File: src/skgr_pkg.sv
// Shared types and constants for the stream k-group reverser.
`timescale 1ns / 1ps

package skgr_pkg;

    localparam int MAX_GROUP     = 16;
    localparam int VALUE_BITS    = 16;
    localparam int CFG_BITS      = 5;
    localparam int IDX_BITS      = $clog2(MAX_GROUP);
    localparam int CNT_BITS      = $clog2(MAX_GROUP + 1);
    localparam int BANK_COUNT    = 2;
    localparam int RAM_DEPTH     = BANK_COUNT * MAX_GROUP;
    localparam int RAM_ADDR_BITS = IDX_BITS + 1;
    localparam int RUNQ_DEPTH    = 2;
    localparam int OUTQ_DEPTH    = 4;
    localparam int OUTQ_PTR_BITS = $clog2(OUTQ_DEPTH);
    localparam int OUTQ_CNT_BITS = $clog2(OUTQ_DEPTH + 1);

    typedef struct packed {
        logic [VALUE_BITS-1:0] item_value;
        logic                  end_of_list;
    } item_t;

    typedef struct packed {
        logic [VALUE_BITS-1:0] out_value;
        logic                  last_of_run;
        logic                  list_done;
    } result_t;

    // One run of results: which bank, how many values, order and end marker.
    typedef struct packed {
        logic                bank;
        logic [CNT_BITS-1:0] count;
        logic                reverse;
        logic                eol;
    } run_desc_t;

    typedef struct packed {
        logic valid;
        logic bank;
    } bank_release_t;

endpackage

File: src/skgr_ram.sv
// Generic single-write, single-read RAM with registered read data.
`timescale 1ns / 1ps

module skgr_ram #(
    parameter int WIDTH = 16,
    parameter int DEPTH = 32
) (
    input  logic                     clk,
    input  logic                     we,
    input  logic [$clog2(DEPTH)-1:0] waddr,
    input  logic [WIDTH-1:0]         wdata,
    input  logic                     re,
    input  logic [$clog2(DEPTH)-1:0] raddr,
    output logic [WIDTH-1:0]         rdata
);

    logic [WIDTH-1:0] mem_reg [DEPTH];
    logic [WIDTH-1:0] rdata_reg;

    always_ff @(posedge clk)
    begin
        if (we)
        begin
            mem_reg[waddr] <= wdata;
        end
        if (re)
        begin
            rdata_reg <= mem_reg[raddr];
        end
    end

    assign rdata = rdata_reg;

endmodule

File: src/skgr_front.sv
// Front end: accepts items, fills the current bank and issues run descriptors.
`timescale 1ns / 1ps

module skgr_front (
    input  logic                                 clk,
    input  logic                                 rst_n,
    input  logic [skgr_pkg::CFG_BITS-1:0]        group_size,
    input  logic                                 push,
    output logic                                 full,
    input  skgr_pkg::item_t                      item,
    output logic                                 ram_we,
    output logic [skgr_pkg::RAM_ADDR_BITS-1:0]   ram_waddr,
    output logic [skgr_pkg::VALUE_BITS-1:0]      ram_wdata,
    output logic                                 run_push,
    output skgr_pkg::run_desc_t                  run_desc,
    input  logic                                 run_q_full,
    input  skgr_pkg::bank_release_t              release_bank
);

    logic [skgr_pkg::IDX_BITS-1:0]   fill_reg, fill_next;
    logic                            cur_bank_reg, cur_bank_next;
    logic [skgr_pkg::BANK_COUNT-1:0] busy_reg, busy_next;
    logic [skgr_pkg::CNT_BITS-1:0]   k_eff;
    logic [skgr_pkg::CNT_BITS-1:0]   new_fill;
    logic                            accept;
    logic                            group_full;

    // Zero acts as one; oversize saturates to the bank depth.
    always_comb
    begin
        if (group_size == '0)
        begin
            k_eff = skgr_pkg::CNT_BITS'(1);
        end
        else if (int'(group_size) > skgr_pkg::MAX_GROUP)
        begin
            k_eff = skgr_pkg::CNT_BITS'(skgr_pkg::MAX_GROUP);
        end
        else
        begin
            k_eff = skgr_pkg::CNT_BITS'(group_size);
        end
    end

    assign full       = busy_reg[cur_bank_reg];
    assign accept     = push && !full;
    assign new_fill   = skgr_pkg::CNT_BITS'(fill_reg) + skgr_pkg::CNT_BITS'(1);
    assign group_full = new_fill >= k_eff;

    assign ram_we    = accept;
    assign ram_waddr = {cur_bank_reg, fill_reg};
    assign ram_wdata = item.item_value;

    assign run_push         = accept && (group_full || item.end_of_list);
    assign run_desc.bank    = cur_bank_reg;
    assign run_desc.count   = new_fill;
    assign run_desc.reverse = group_full;
    assign run_desc.eol     = item.end_of_list;

    always_comb
    begin
        fill_next     = fill_reg;
        cur_bank_next = cur_bank_reg;
        busy_next     = busy_reg;
        if (release_bank.valid)
        begin
            busy_next[release_bank.bank] = 1'b0;
        end
        if (run_push)
        begin
            // Hand the bank to the back end and switch to the other one.
            fill_next               = '0;
            cur_bank_next           = !cur_bank_reg;
            busy_next[cur_bank_reg] = 1'b1;
        end
        else if (accept)
        begin
            fill_next = new_fill[skgr_pkg::IDX_BITS-1:0];
        end
    end

    always_ff @(posedge clk or negedge rst_n)
    begin
        if (!rst_n)
        begin
            fill_reg     <= '0;
            cur_bank_reg <= 1'b0;
            busy_reg     <= '0;
        end
        else
        begin
            fill_reg     <= fill_next;
            cur_bank_reg <= cur_bank_next;
            busy_reg     <= busy_next;
        end
    end

    a_run_room: assert property (@(posedge clk) disable iff (!rst_n)
        run_push |-> !run_q_full)
        else $error("run descriptor issued while run queue full");

    a_release_busy: assert property (@(posedge clk) disable iff (!rst_n)
        release_bank.valid |-> busy_reg[release_bank.bank])
        else $error("release of a bank that is not busy");

endmodule

File: src/skgr_run_queue.sv
// Two-entry queue of run descriptors between front and back end.
`timescale 1ns / 1ps

module skgr_run_queue (
    input  logic                clk,
    input  logic                rst_n,
    input  logic                wr_en,
    input  skgr_pkg::run_desc_t wr_desc,
    output logic                q_full,
    input  logic                rd_en,
    output logic                q_valid,
    output skgr_pkg::run_desc_t rd_desc
);

    skgr_pkg::run_desc_t entry_reg [skgr_pkg::RUNQ_DEPTH];
    logic [$clog2(skgr_pkg::RUNQ_DEPTH)-1:0]   wr_ptr_reg, rd_ptr_reg;
    logic [$clog2(skgr_pkg::RUNQ_DEPTH+1)-1:0] count_reg, count_next;
    logic do_wr, do_rd;

    assign q_full  = count_reg == ($clog2(skgr_pkg::RUNQ_DEPTH+1))'(skgr_pkg::RUNQ_DEPTH);
    assign q_valid = count_reg != '0;
    assign rd_desc = entry_reg[rd_ptr_reg];
    assign do_wr   = wr_en && !q_full;
    assign do_rd   = rd_en && q_valid;

    always_comb
    begin
        count_next = count_reg;
        if (do_wr && !do_rd)
        begin
            count_next = count_reg + 1'b1;
        end
        else if (do_rd && !do_wr)
        begin
            count_next = count_reg - 1'b1;
        end
    end

    always_ff @(posedge clk)
    begin
        if (do_wr)
        begin
            entry_reg[wr_ptr_reg] <= wr_desc;
        end
    end

    always_ff @(posedge clk or negedge rst_n)
    begin
        if (!rst_n)
        begin
            wr_ptr_reg <= '0;
            rd_ptr_reg <= '0;
            count_reg  <= '0;
        end
        else
        begin
            if (do_wr)
            begin
                wr_ptr_reg <= wr_ptr_reg + 1'b1;
            end
            if (do_rd)
            begin
                rd_ptr_reg <= rd_ptr_reg + 1'b1;
            end
            count_reg <= count_next;
        end
    end

endmodule

File: src/skgr_back.sv
// Back end: walks each run through the group RAM and queues the results.
`timescale 1ns / 1ps

module skgr_back (
    input  logic                                clk,
    input  logic                                rst_n,
    input  logic                                run_valid,
    input  skgr_pkg::run_desc_t                 run_desc,
    output logic                                run_pop,
    output logic                                ram_re,
    output logic [skgr_pkg::RAM_ADDR_BITS-1:0]  ram_raddr,
    input  logic [skgr_pkg::VALUE_BITS-1:0]     ram_rdata,
    output skgr_pkg::bank_release_t             release_bank,
    output logic                                empty,
    input  logic                                pop,
    output skgr_pkg::result_t                   result
);

    logic                            active_reg;
    skgr_pkg::run_desc_t             desc_reg;
    logic [skgr_pkg::IDX_BITS-1:0]   step_reg;
    logic [skgr_pkg::IDX_BITS-1:0]   rd_idx;
    logic [skgr_pkg::CNT_BITS-1:0]   last_step;
    logic                            last_read;
    logic                            issue;
    logic                            rd_valid_reg;
    logic                            rd_last_reg;
    logic                            rd_done_reg;

    skgr_pkg::result_t                 oq_reg [skgr_pkg::OUTQ_DEPTH];
    logic [skgr_pkg::OUTQ_PTR_BITS-1:0] oq_head_reg, oq_tail_reg;
    logic [skgr_pkg::OUTQ_CNT_BITS-1:0] oq_count_reg, oq_count_next;
    logic [skgr_pkg::OUTQ_CNT_BITS-1:0] oq_claimed;
    logic                               oq_push, oq_pop;
    skgr_pkg::result_t                  oq_in;

    assign last_step = desc_reg.count - skgr_pkg::CNT_BITS'(1);
    assign last_read = skgr_pkg::CNT_BITS'(step_reg) == last_step;
    assign rd_idx    = desc_reg.reverse ? (last_step[skgr_pkg::IDX_BITS-1:0] - step_reg)
                                        : step_reg;

    // Count the read in flight as taken space so no result is ever dropped.
    assign oq_claimed = oq_count_reg + skgr_pkg::OUTQ_CNT_BITS'(rd_valid_reg);
    assign issue      = active_reg
                        && (oq_claimed < skgr_pkg::OUTQ_CNT_BITS'(skgr_pkg::OUTQ_DEPTH));

    assign ram_re    = issue;
    assign ram_raddr = {desc_reg.bank, rd_idx};

    assign release_bank.valid = issue && last_read;
    assign release_bank.bank  = desc_reg.bank;

    // Load the next run when idle or in the cycle the current one ends.
    assign run_pop = run_valid && (!active_reg || (issue && last_read));

    always_ff @(posedge clk)
    begin
        if (run_pop)
        begin
            desc_reg <= run_desc;
        end
        if (issue)
        begin
            rd_last_reg <= last_read;
            rd_done_reg <= last_read && desc_reg.eol;
        end
    end

    always_ff @(posedge clk or negedge rst_n)
    begin
        if (!rst_n)
        begin
            active_reg   <= 1'b0;
            step_reg     <= '0;
            rd_valid_reg <= 1'b0;
        end
        else
        begin
            rd_valid_reg <= issue;
            if (run_pop)
            begin
                active_reg <= 1'b1;
                step_reg   <= '0;
            end
            else if (issue)
            begin
                if (last_read)
                begin
                    active_reg <= 1'b0;
                end
                step_reg <= step_reg + 1'b1;
            end
        end
    end

    assign oq_in.out_value   = ram_rdata;
    assign oq_in.last_of_run = rd_last_reg;
    assign oq_in.list_done   = rd_done_reg;
    assign oq_push           = rd_valid_reg;
    assign oq_pop            = pop && !empty;

    assign empty  = oq_count_reg == '0;
    assign result = oq_reg[oq_head_reg];

    always_comb
    begin
        oq_count_next = oq_count_reg;
        if (oq_push && !oq_pop)
        begin
            oq_count_next = oq_count_reg + 1'b1;
        end
        else if (oq_pop && !oq_push)
        begin
            oq_count_next = oq_count_reg - 1'b1;
        end
    end

    always_ff @(posedge clk)
    begin
        if (oq_push)
        begin
            oq_reg[oq_tail_reg] <= oq_in;
        end
    end

    always_ff @(posedge clk or negedge rst_n)
    begin
        if (!rst_n)
        begin
            oq_head_reg  <= '0;
            oq_tail_reg  <= '0;
            oq_count_reg <= '0;
        end
        else
        begin
            if (oq_push)
            begin
                oq_tail_reg <= oq_tail_reg + 1'b1;
            end
            if (oq_pop)
            begin
                oq_head_reg <= oq_head_reg + 1'b1;
            end
            oq_count_reg <= oq_count_next;
        end
    end

    a_oq_room: assert property (@(posedge clk) disable iff (!rst_n)
        rd_valid_reg |-> oq_count_reg < skgr_pkg::OUTQ_CNT_BITS'(skgr_pkg::OUTQ_DEPTH))
        else $error("read data returned with output queue full");

    a_step_range: assert property (@(posedge clk) disable iff (!rst_n)
        active_reg |-> skgr_pkg::CNT_BITS'(step_reg) < desc_reg.count)
        else $error("read step beyond run length");

    a_run_end: assert property (@(posedge clk) disable iff (!rst_n)
        (issue && last_read && !run_pop) |=> !active_reg)
        else $error("back end stayed active after final read");

endmodule

File: src/stream_k_group_reverser.sv
// Top level of the stream k-group reverser.
//
// Items enter on a queue-style port: an item is taken at a clock edge with
// push high and full low. Values of a list are gathered into groups of
// group_size; a full group comes out newest first, and a partial group at
// end_of_list comes out in arrival order. Results leave on a queue-style
// port: the oldest result is on result while empty is low, and it is taken
// at an edge with pop high and empty low.
// group_size is written through cfg_wr_en / cfg_wr_data; the user must write
// it only while the block is idle, which the block itself does not enforce.
// Zero acts as one and values above the bank depth saturate. The group RAM
// holds two banks, so one group fills while the previous one drains. A bank
// is handed back only once its last read is issued, so full can rise between
// runs: with large full groups the rate is close to one item per cycle while
// full is low, and lower with a group size of one. After its first result a
// run streams one result per cycle while the output queue has room. A stalled
// receiver fills a four-entry output queue, then the back end pauses; once
// both banks wait, full rises. Reset empties all queues and sets group_size
// to one; the RAM needs no clearing.
`timescale 1ns / 1ps

module stream_k_group_reverser (
    input  logic                          clk,
    input  logic                          rst_n,
    input  logic                          cfg_wr_en,
    input  logic [skgr_pkg::CFG_BITS-1:0] cfg_wr_data,
    input  logic                          push,
    output logic                          full,
    input  skgr_pkg::item_t               item,
    output logic                          empty,
    input  logic                          pop,
    output skgr_pkg::result_t             result
);

    logic [skgr_pkg::CFG_BITS-1:0]      group_size_reg;
    logic                               ram_we;
    logic [skgr_pkg::RAM_ADDR_BITS-1:0] ram_waddr;
    logic [skgr_pkg::VALUE_BITS-1:0]    ram_wdata;
    logic                               ram_re;
    logic [skgr_pkg::RAM_ADDR_BITS-1:0] ram_raddr;
    logic [skgr_pkg::VALUE_BITS-1:0]    ram_rdata;
    logic                               run_push;
    skgr_pkg::run_desc_t                run_wr_desc;
    logic                               run_q_full;
    logic                               run_pop;
    logic                               run_valid;
    skgr_pkg::run_desc_t                run_rd_desc;
    skgr_pkg::bank_release_t            release_bank;

    always_ff @(posedge clk or negedge rst_n)
    begin
        if (!rst_n)
        begin
            group_size_reg <= skgr_pkg::CFG_BITS'(1);
        end
        else if (cfg_wr_en)
        begin
            group_size_reg <= cfg_wr_data;
        end
    end

    skgr_front u_front (
        .clk          (clk),
        .rst_n        (rst_n),
        .group_size   (group_size_reg),
        .push         (push),
        .full         (full),
        .item         (item),
        .ram_we       (ram_we),
        .ram_waddr    (ram_waddr),
        .ram_wdata    (ram_wdata),
        .run_push     (run_push),
        .run_desc     (run_wr_desc),
        .run_q_full   (run_q_full),
        .release_bank (release_bank)
    );

    skgr_ram #(
        .WIDTH (skgr_pkg::VALUE_BITS),
        .DEPTH (skgr_pkg::RAM_DEPTH)
    ) u_ram (
        .clk   (clk),
        .we    (ram_we),
        .waddr (ram_waddr),
        .wdata (ram_wdata),
        .re    (ram_re),
        .raddr (ram_raddr),
        .rdata (ram_rdata)
    );

    skgr_run_queue u_run_queue (
        .clk     (clk),
        .rst_n   (rst_n),
        .wr_en   (run_push),
        .wr_desc (run_wr_desc),
        .q_full  (run_q_full),
        .rd_en   (run_pop),
        .q_valid (run_valid),
        .rd_desc (run_rd_desc)
    );

    skgr_back u_back (
        .clk          (clk),
        .rst_n        (rst_n),
        .run_valid    (run_valid),
        .run_desc     (run_rd_desc),
        .run_pop      (run_pop),
        .ram_re       (ram_re),
        .ram_raddr    (ram_raddr),
        .ram_rdata    (ram_rdata),
        .release_bank (release_bank),
        .empty        (empty),
        .pop          (pop),
        .result       (result)
    );

endmodule
File: config.mk
export PLATFORM = sky130hd
export DESIGN_NAME = stream_k_group_reverser
export DESIGN_NICKNAME = d
export VERILOG_FILES = /design/src/skgr_pkg.sv /design/src/skgr_ram.sv /design/src/skgr_front.sv /design/src/skgr_run_queue.sv /design/src/skgr_back.sv /design/src/stream_k_group_reverser.sv
export SDC_FILE = /design/constraint.sdc
export NUM_CORES = 1
export LEC_CHECK = 0
export ABC_CLOCK_PERIOD_IN_PS = 3000
export BUFFER_PORTS_ARGS = -buffer_cell sky130_fd_sc_hd__buf_2
export CORE_UTILIZATION = 23
export DETAILED_ROUTE_END_ITERATION = 8
export PLACE_DENSITY = 0.35
export SYNTH_ARGS = -nofsm -noshare
export SYNTH_HDL_FRONTEND = slang
export SYNTH_HIERARCHICAL = 1
export SYNTH_SLANG_ARGS = --single-unit
File: constraint.sdc
create_clock -name clk -period 3 [get_ports clk]
set_input_delay 0.45 -clock clk [delete_from_list [all_inputs] [get_ports clk]]
set_output_delay 0.45 -clock clk [all_outputs]
set_load 0.005 [all_outputs]
# Word level (Yosys, flattened, before mapping)
# Memory sizes are Yosys's and may differ from the RTL's. A register that Yosys moved wholly into a read port is not among the register bits.
# Index checks and enable logic that the tools add are counted.
# op_classes
n_reduce_logical	35
muxes	28
eq_ne	2
n_addsub	13
n_lt_le_gt_ge	7
n_bitwise	3
# ops
cell	n
two-way mux 4 bit	5
logical AND 1 bit	15
two-way mux 1 bit	13
nonzero test 2 bit	6
two-way mux 5 bit	2
zero test 1 bit	9
two-way mux 2 bit	4
adder 2 x 1 -> 2 bit (second input constant)	3
two-way mux 3 bit	2
adder 4 x 1 -> 5 bit (second input constant)	1
equality test 4 x 5 -> 1 bit	1
>= comparator 5 bit	1
> comparator 5 bit (second input constant)	1
zero test 5 bit	1
subtractor 5 x 1 -> 5 bit (second input constant)	1
adder 4 x 1 -> 4 bit (second input constant)	1
< comparator 1 x 2 -> 1 bit (second input constant)	2
subtractor 4 bit	1
adder 3 x 1 -> 3 bit	1
adder 3 x 1 -> 3 bit (second input constant)	1
zero test 3 bit	1
< comparator 3 bit (second input constant)	1
subtractor 3 x 1 -> 3 bit (second input constant)	1
adder 1 bit (second input constant)	2
9 further kinds	12
# word_totals
memories	3
output_inout_bits	20
ram_bits	600
register_bits	31
word_cells	106
inputBits	27
# memory_table
name	words	width	read_ports	rd_clocked_by_memory_dff	write_ports	line	rtl
u_ram.mem_reg	32	16	1	1	1	skgr_ram.sv:17	logic [WIDTH-1:0] mem_reg [DEPTH];
u_back.oq_reg	4	18	1	0	1	skgr_back.sv:30	skgr_pkg::result_t oq_reg [skgr_pkg::OUTQ_DEPTH];
u_run_queue.entry_reg	2	8	1	1	1	skgr_run_queue.sv:15	skgr_pkg::run_desc_t entry_reg [skgr_pkg::RUNQ_DEPTH];

# Longest topological paths before layout
# depth
ltp_word	11
ltp_mapped	15
depth_no_buf	14

# Hierarchy
# The synthesis kept the hierarchy.
# modules_own_cells
mod	cells_per_inst	seq_area_each_um2	instances	area_each_um2
skgr_ram	1143	15855.2	1	20696.1
skgr_back	214	2787.7	1	3926.3
skgr_run_queue	44	580.6	1	785.8
skgr_front	84	175.2	1	706.9
stream_k_group_reverser	10	126.4	1	182.7

# Worst setup path after synthesis
# OpenSTA, ideal clock, no wires.
# synth_timing
path_kind	register -> register
startpoint	register, netlist name u_back/desc_reg[2]
endpoint	register u_ram.rdata_reg[10] (netlist: u_ram/rdata[10]) (read register of u_ram.mem_reg), data pin
n_path_buf	3
stages_incl_launch_ff	16
synth_period_minus_slack_ns	3.000
setup_ns	0.263
setup_slack_ns	0.000
t_arrival_ns	2.737
t_required_ns	2.737
cell_sequence	edfxtp_1 inv_1 ha_1 inv_1 ha_1 nor2b_1 o21a_1 or3_1 a31oi_1 buf_6 or2_1 buf_2 clkbuf_1 nor3_1 a31oi_1 nand3_1
# synth_via
elab_chain_len	3
# synth_lines
item	line	rtl
subtractor 5 x 1 -> 5 bit	skgr_back.sv:37	assign last_step = desc_reg.count - skgr_pkg::CNT_BITS'(1);
subtractor 4 bit	skgr_back.sv:39	assign rd_idx = desc_reg.reverse ? (last_step[skgr_pkg::IDX_BITS-1:0] - step_reg)
two-way mux 4 bit	skgr_back.sv:39	
net ram_raddr (one bit)	stream_k_group_reverser.sv:40	logic [skgr_pkg::RAM_ADDR_BITS-1:0] ram_raddr;
to (decl)	skgr_ram.sv:18	logic [WIDTH-1:0] rdata_reg;
# The timed path passes the listed nets, and every way through them passes these cells.
# A chain may end at the register's enable or synchronous reset.

# Worst setup path after layout
# layout_timing
startpoint	register, netlist name u_back/desc_reg[3]
endpoint	register u_ram.rdata_reg[8] (netlist: u_ram/rdata[8]) (read register of u_ram.mem_reg), data pin
# layout_via
elab_chain_len	3
# layout_lines
item	line
subtractor 5 x 1 -> 5 bit	skgr_back.sv:37
subtractor 4 bit	skgr_back.sv:39
two-way mux 4 bit	skgr_back.sv:39
net ram_raddr (one bit)	stream_k_group_reverser.sv:40
# The timed path passes the listed nets, and every way through them passes these cells.

==> impl_metrics.ini <==
[floorplanning]
die_w_um = 340
fp.coreArea_um2 = 113000
start_util_pct = 23.3
dieArea_um2 = 116000
die_h_um = 340
rows = 123
io_pins = 47

[finish]
syn2layout_area_growth_pct = 20.0
largest_register_ffs = 512
final_common_cell = edfxtp_1
nets = 1694
drive_gt1_share_pct = 21.8
post-route-util_pct = 27.9
most-common-layout-cells = edfxtp_1 (626), mux2i_1 (252), buf_4 (99)

[timing]
min_period_over_period_pct = 97.5
fin_setup_tns_ns = 0
finalCriticalPeriod_ns = 2.93
holdWs_ns = 0.0891
worst_pin_slew_ns = 0.912
drv_slew = 0
slew_headroom_pct = 39.2
rsz0062_at_grt = true
maxClockFrequency_ghz = 0.342
timing.final.ws_setup_ns = 0.0747
setup_violations = 0
clock_skew_ns = 0.0456
final_hold_viol_count = 0

[placed_design]
dpl_worst_slack_ns = -0.104
gp_congestion = 0.747
dp_hpwl_um = 46100
port_buffers = 46

[min_path]
hp-class = in -> reg

[synth]
syn_inst = 1494
avgSynthCellArea_um2 = 17.6
syn_nets = 1540
yosys_warnings = 6
netlist_area_um2 = 26300

[drt]
drt-pass1-iter-count = 7
ant_nets = 0
num_vias = 13600
wire_per_inst_um = 23.0
totalWireLength_um = 73500
drcViolationCount = 0
drtIter0Drc = 878
vias_per_cell = 4.25

[pwr]
finalPower_mw = 29.9
leakage_nw = 10.9
peakVddDrop_v = 0.000471
power.density_nw_per_um2 = 948

[global_route]
overflow = 0
grt_pass1_wl_um = 104000
grt_max_degree = 46
antenna_found_initial = 0
grt_pass1_vias = 13900
grtUsageTotal_pct = 12.5

[cts]
cts_root_buf = clkbuf_16
clk_latency_ns = 0.63
h-tree-depth = 3
path_clk_slew_ns = 0.05
numCtsBuffers = 76
clock-sinks = 655
cts_tree = yes
cts_buffer_depth = 3

[worst_setup_path]
endpoint_kind = flop
crit_family = simple AND/OR/NAND/NOR gates
max_stage_delay_ns = 0.40
cp.arrival_ns = 3.30
cp_max_fo = 8
crit_type = reg -> reg
crit_chain = inv_2, ha_4, inv_4, ha_4, nor2b_4, o21a_1, or3_1, a31oi_2, buf_6, or2_4, buf_12, nor3_4, a31oi_1, nand3_1
worst_setup_path_start_kind = flop
cpMaxStageDelayCell = edfxtp_1
worst_path_most_repeated_cell = ha_4
worstPathBufferInverterCount = 4
critPathRequiredTime_ns = 3.37

[status]
status = finished, final reports clean

[job]
cap_violations = 0
-- stage by stage --
| step | std cells | cell area [µm²] |
|---|---|---|
| floorplan | 1494 | 26300 |
| global placement | 3062 | 28900 |
| detailed placement | 3062 | 28900 |
| CTS | 3194 | 31200 |
| global route | 3201 | 31500 |
| finish | 3203 | 31500 |
-- cell type report --
type                            instances  area [µm²]
Multi-Input combinational cell        726        6260
Sequential cell                       655       19500
Tap cell                             1500        1880
Clock buffer                           95        1990
Clock inverter                         36         343
Antenna cell                            2        5.00
Inverter                               17        66.3
Timing Repair Buffer                  172        1470
Fill cell                           11300       81400
-- worst register-to-register path, cell delays in order (launching register included) --
cell,delay (ns)
edfxtp_1,0.40
inv_2,0.09
ha_4,0.21
inv_4,0.07
ha_4,0.19
nor2b_4,0.11
o21a_1,0.18
or3_1,0.38
a31oi_2,0.20
buf_6,0.16
or2_4,0.18
buf_12,0.18
nor3_4,0.09
a31oi_1,0.17
nand3_1,0.10
-- timing repair --
action,in CTS,in global routing
gates cloned,0,3
pin swaps,1,20
endpoints found under the hold margin,28,0
endpoints found under the setup margin,7,16
gates resized for setup,7,43
buffers inserted,0,4
hold buffers,1,0
-- worst paths after layout --
path,startpoint,to,slack [ns],depth (start not counted)
worst max-delay path,u_back/desc_reg[3],u_ram/rdata[8],0.07,14
worst min-delay path,cfg_wr_data[0],group_size_reg[0],0.09,2
worst max register to register,u_back/desc_reg[3],u_ram/rdata[8],0.07,14
worst min register to register,u_back/oq_head_reg[1],u_back/oq_head_reg[1],0.48,1
max in group asynchronous,rst_n,u_front/busy_reg[1],2.04,2
min in group asynchronous,rst_n,u_back/oq_head_reg[0],0.45,2
-- report_power, final --
| part | switching (mW) | leakage (nW) | internal, mW |
|---|---|---|---|
| clock network | 3.68 | 1.13 | 5.06 |
| registers | 0.590 | 6.00 | 11.1 |
| logic | 5.56 | 3.80 | 3.85 |
-- layer usage --
layer	routed length, µm	track usage (%)
met1	34700	17.3
met2	34800	20.2
met3	2590	1.85
met4	1440	3.71
met5	0	0
(Power assumes the default switching activity.)
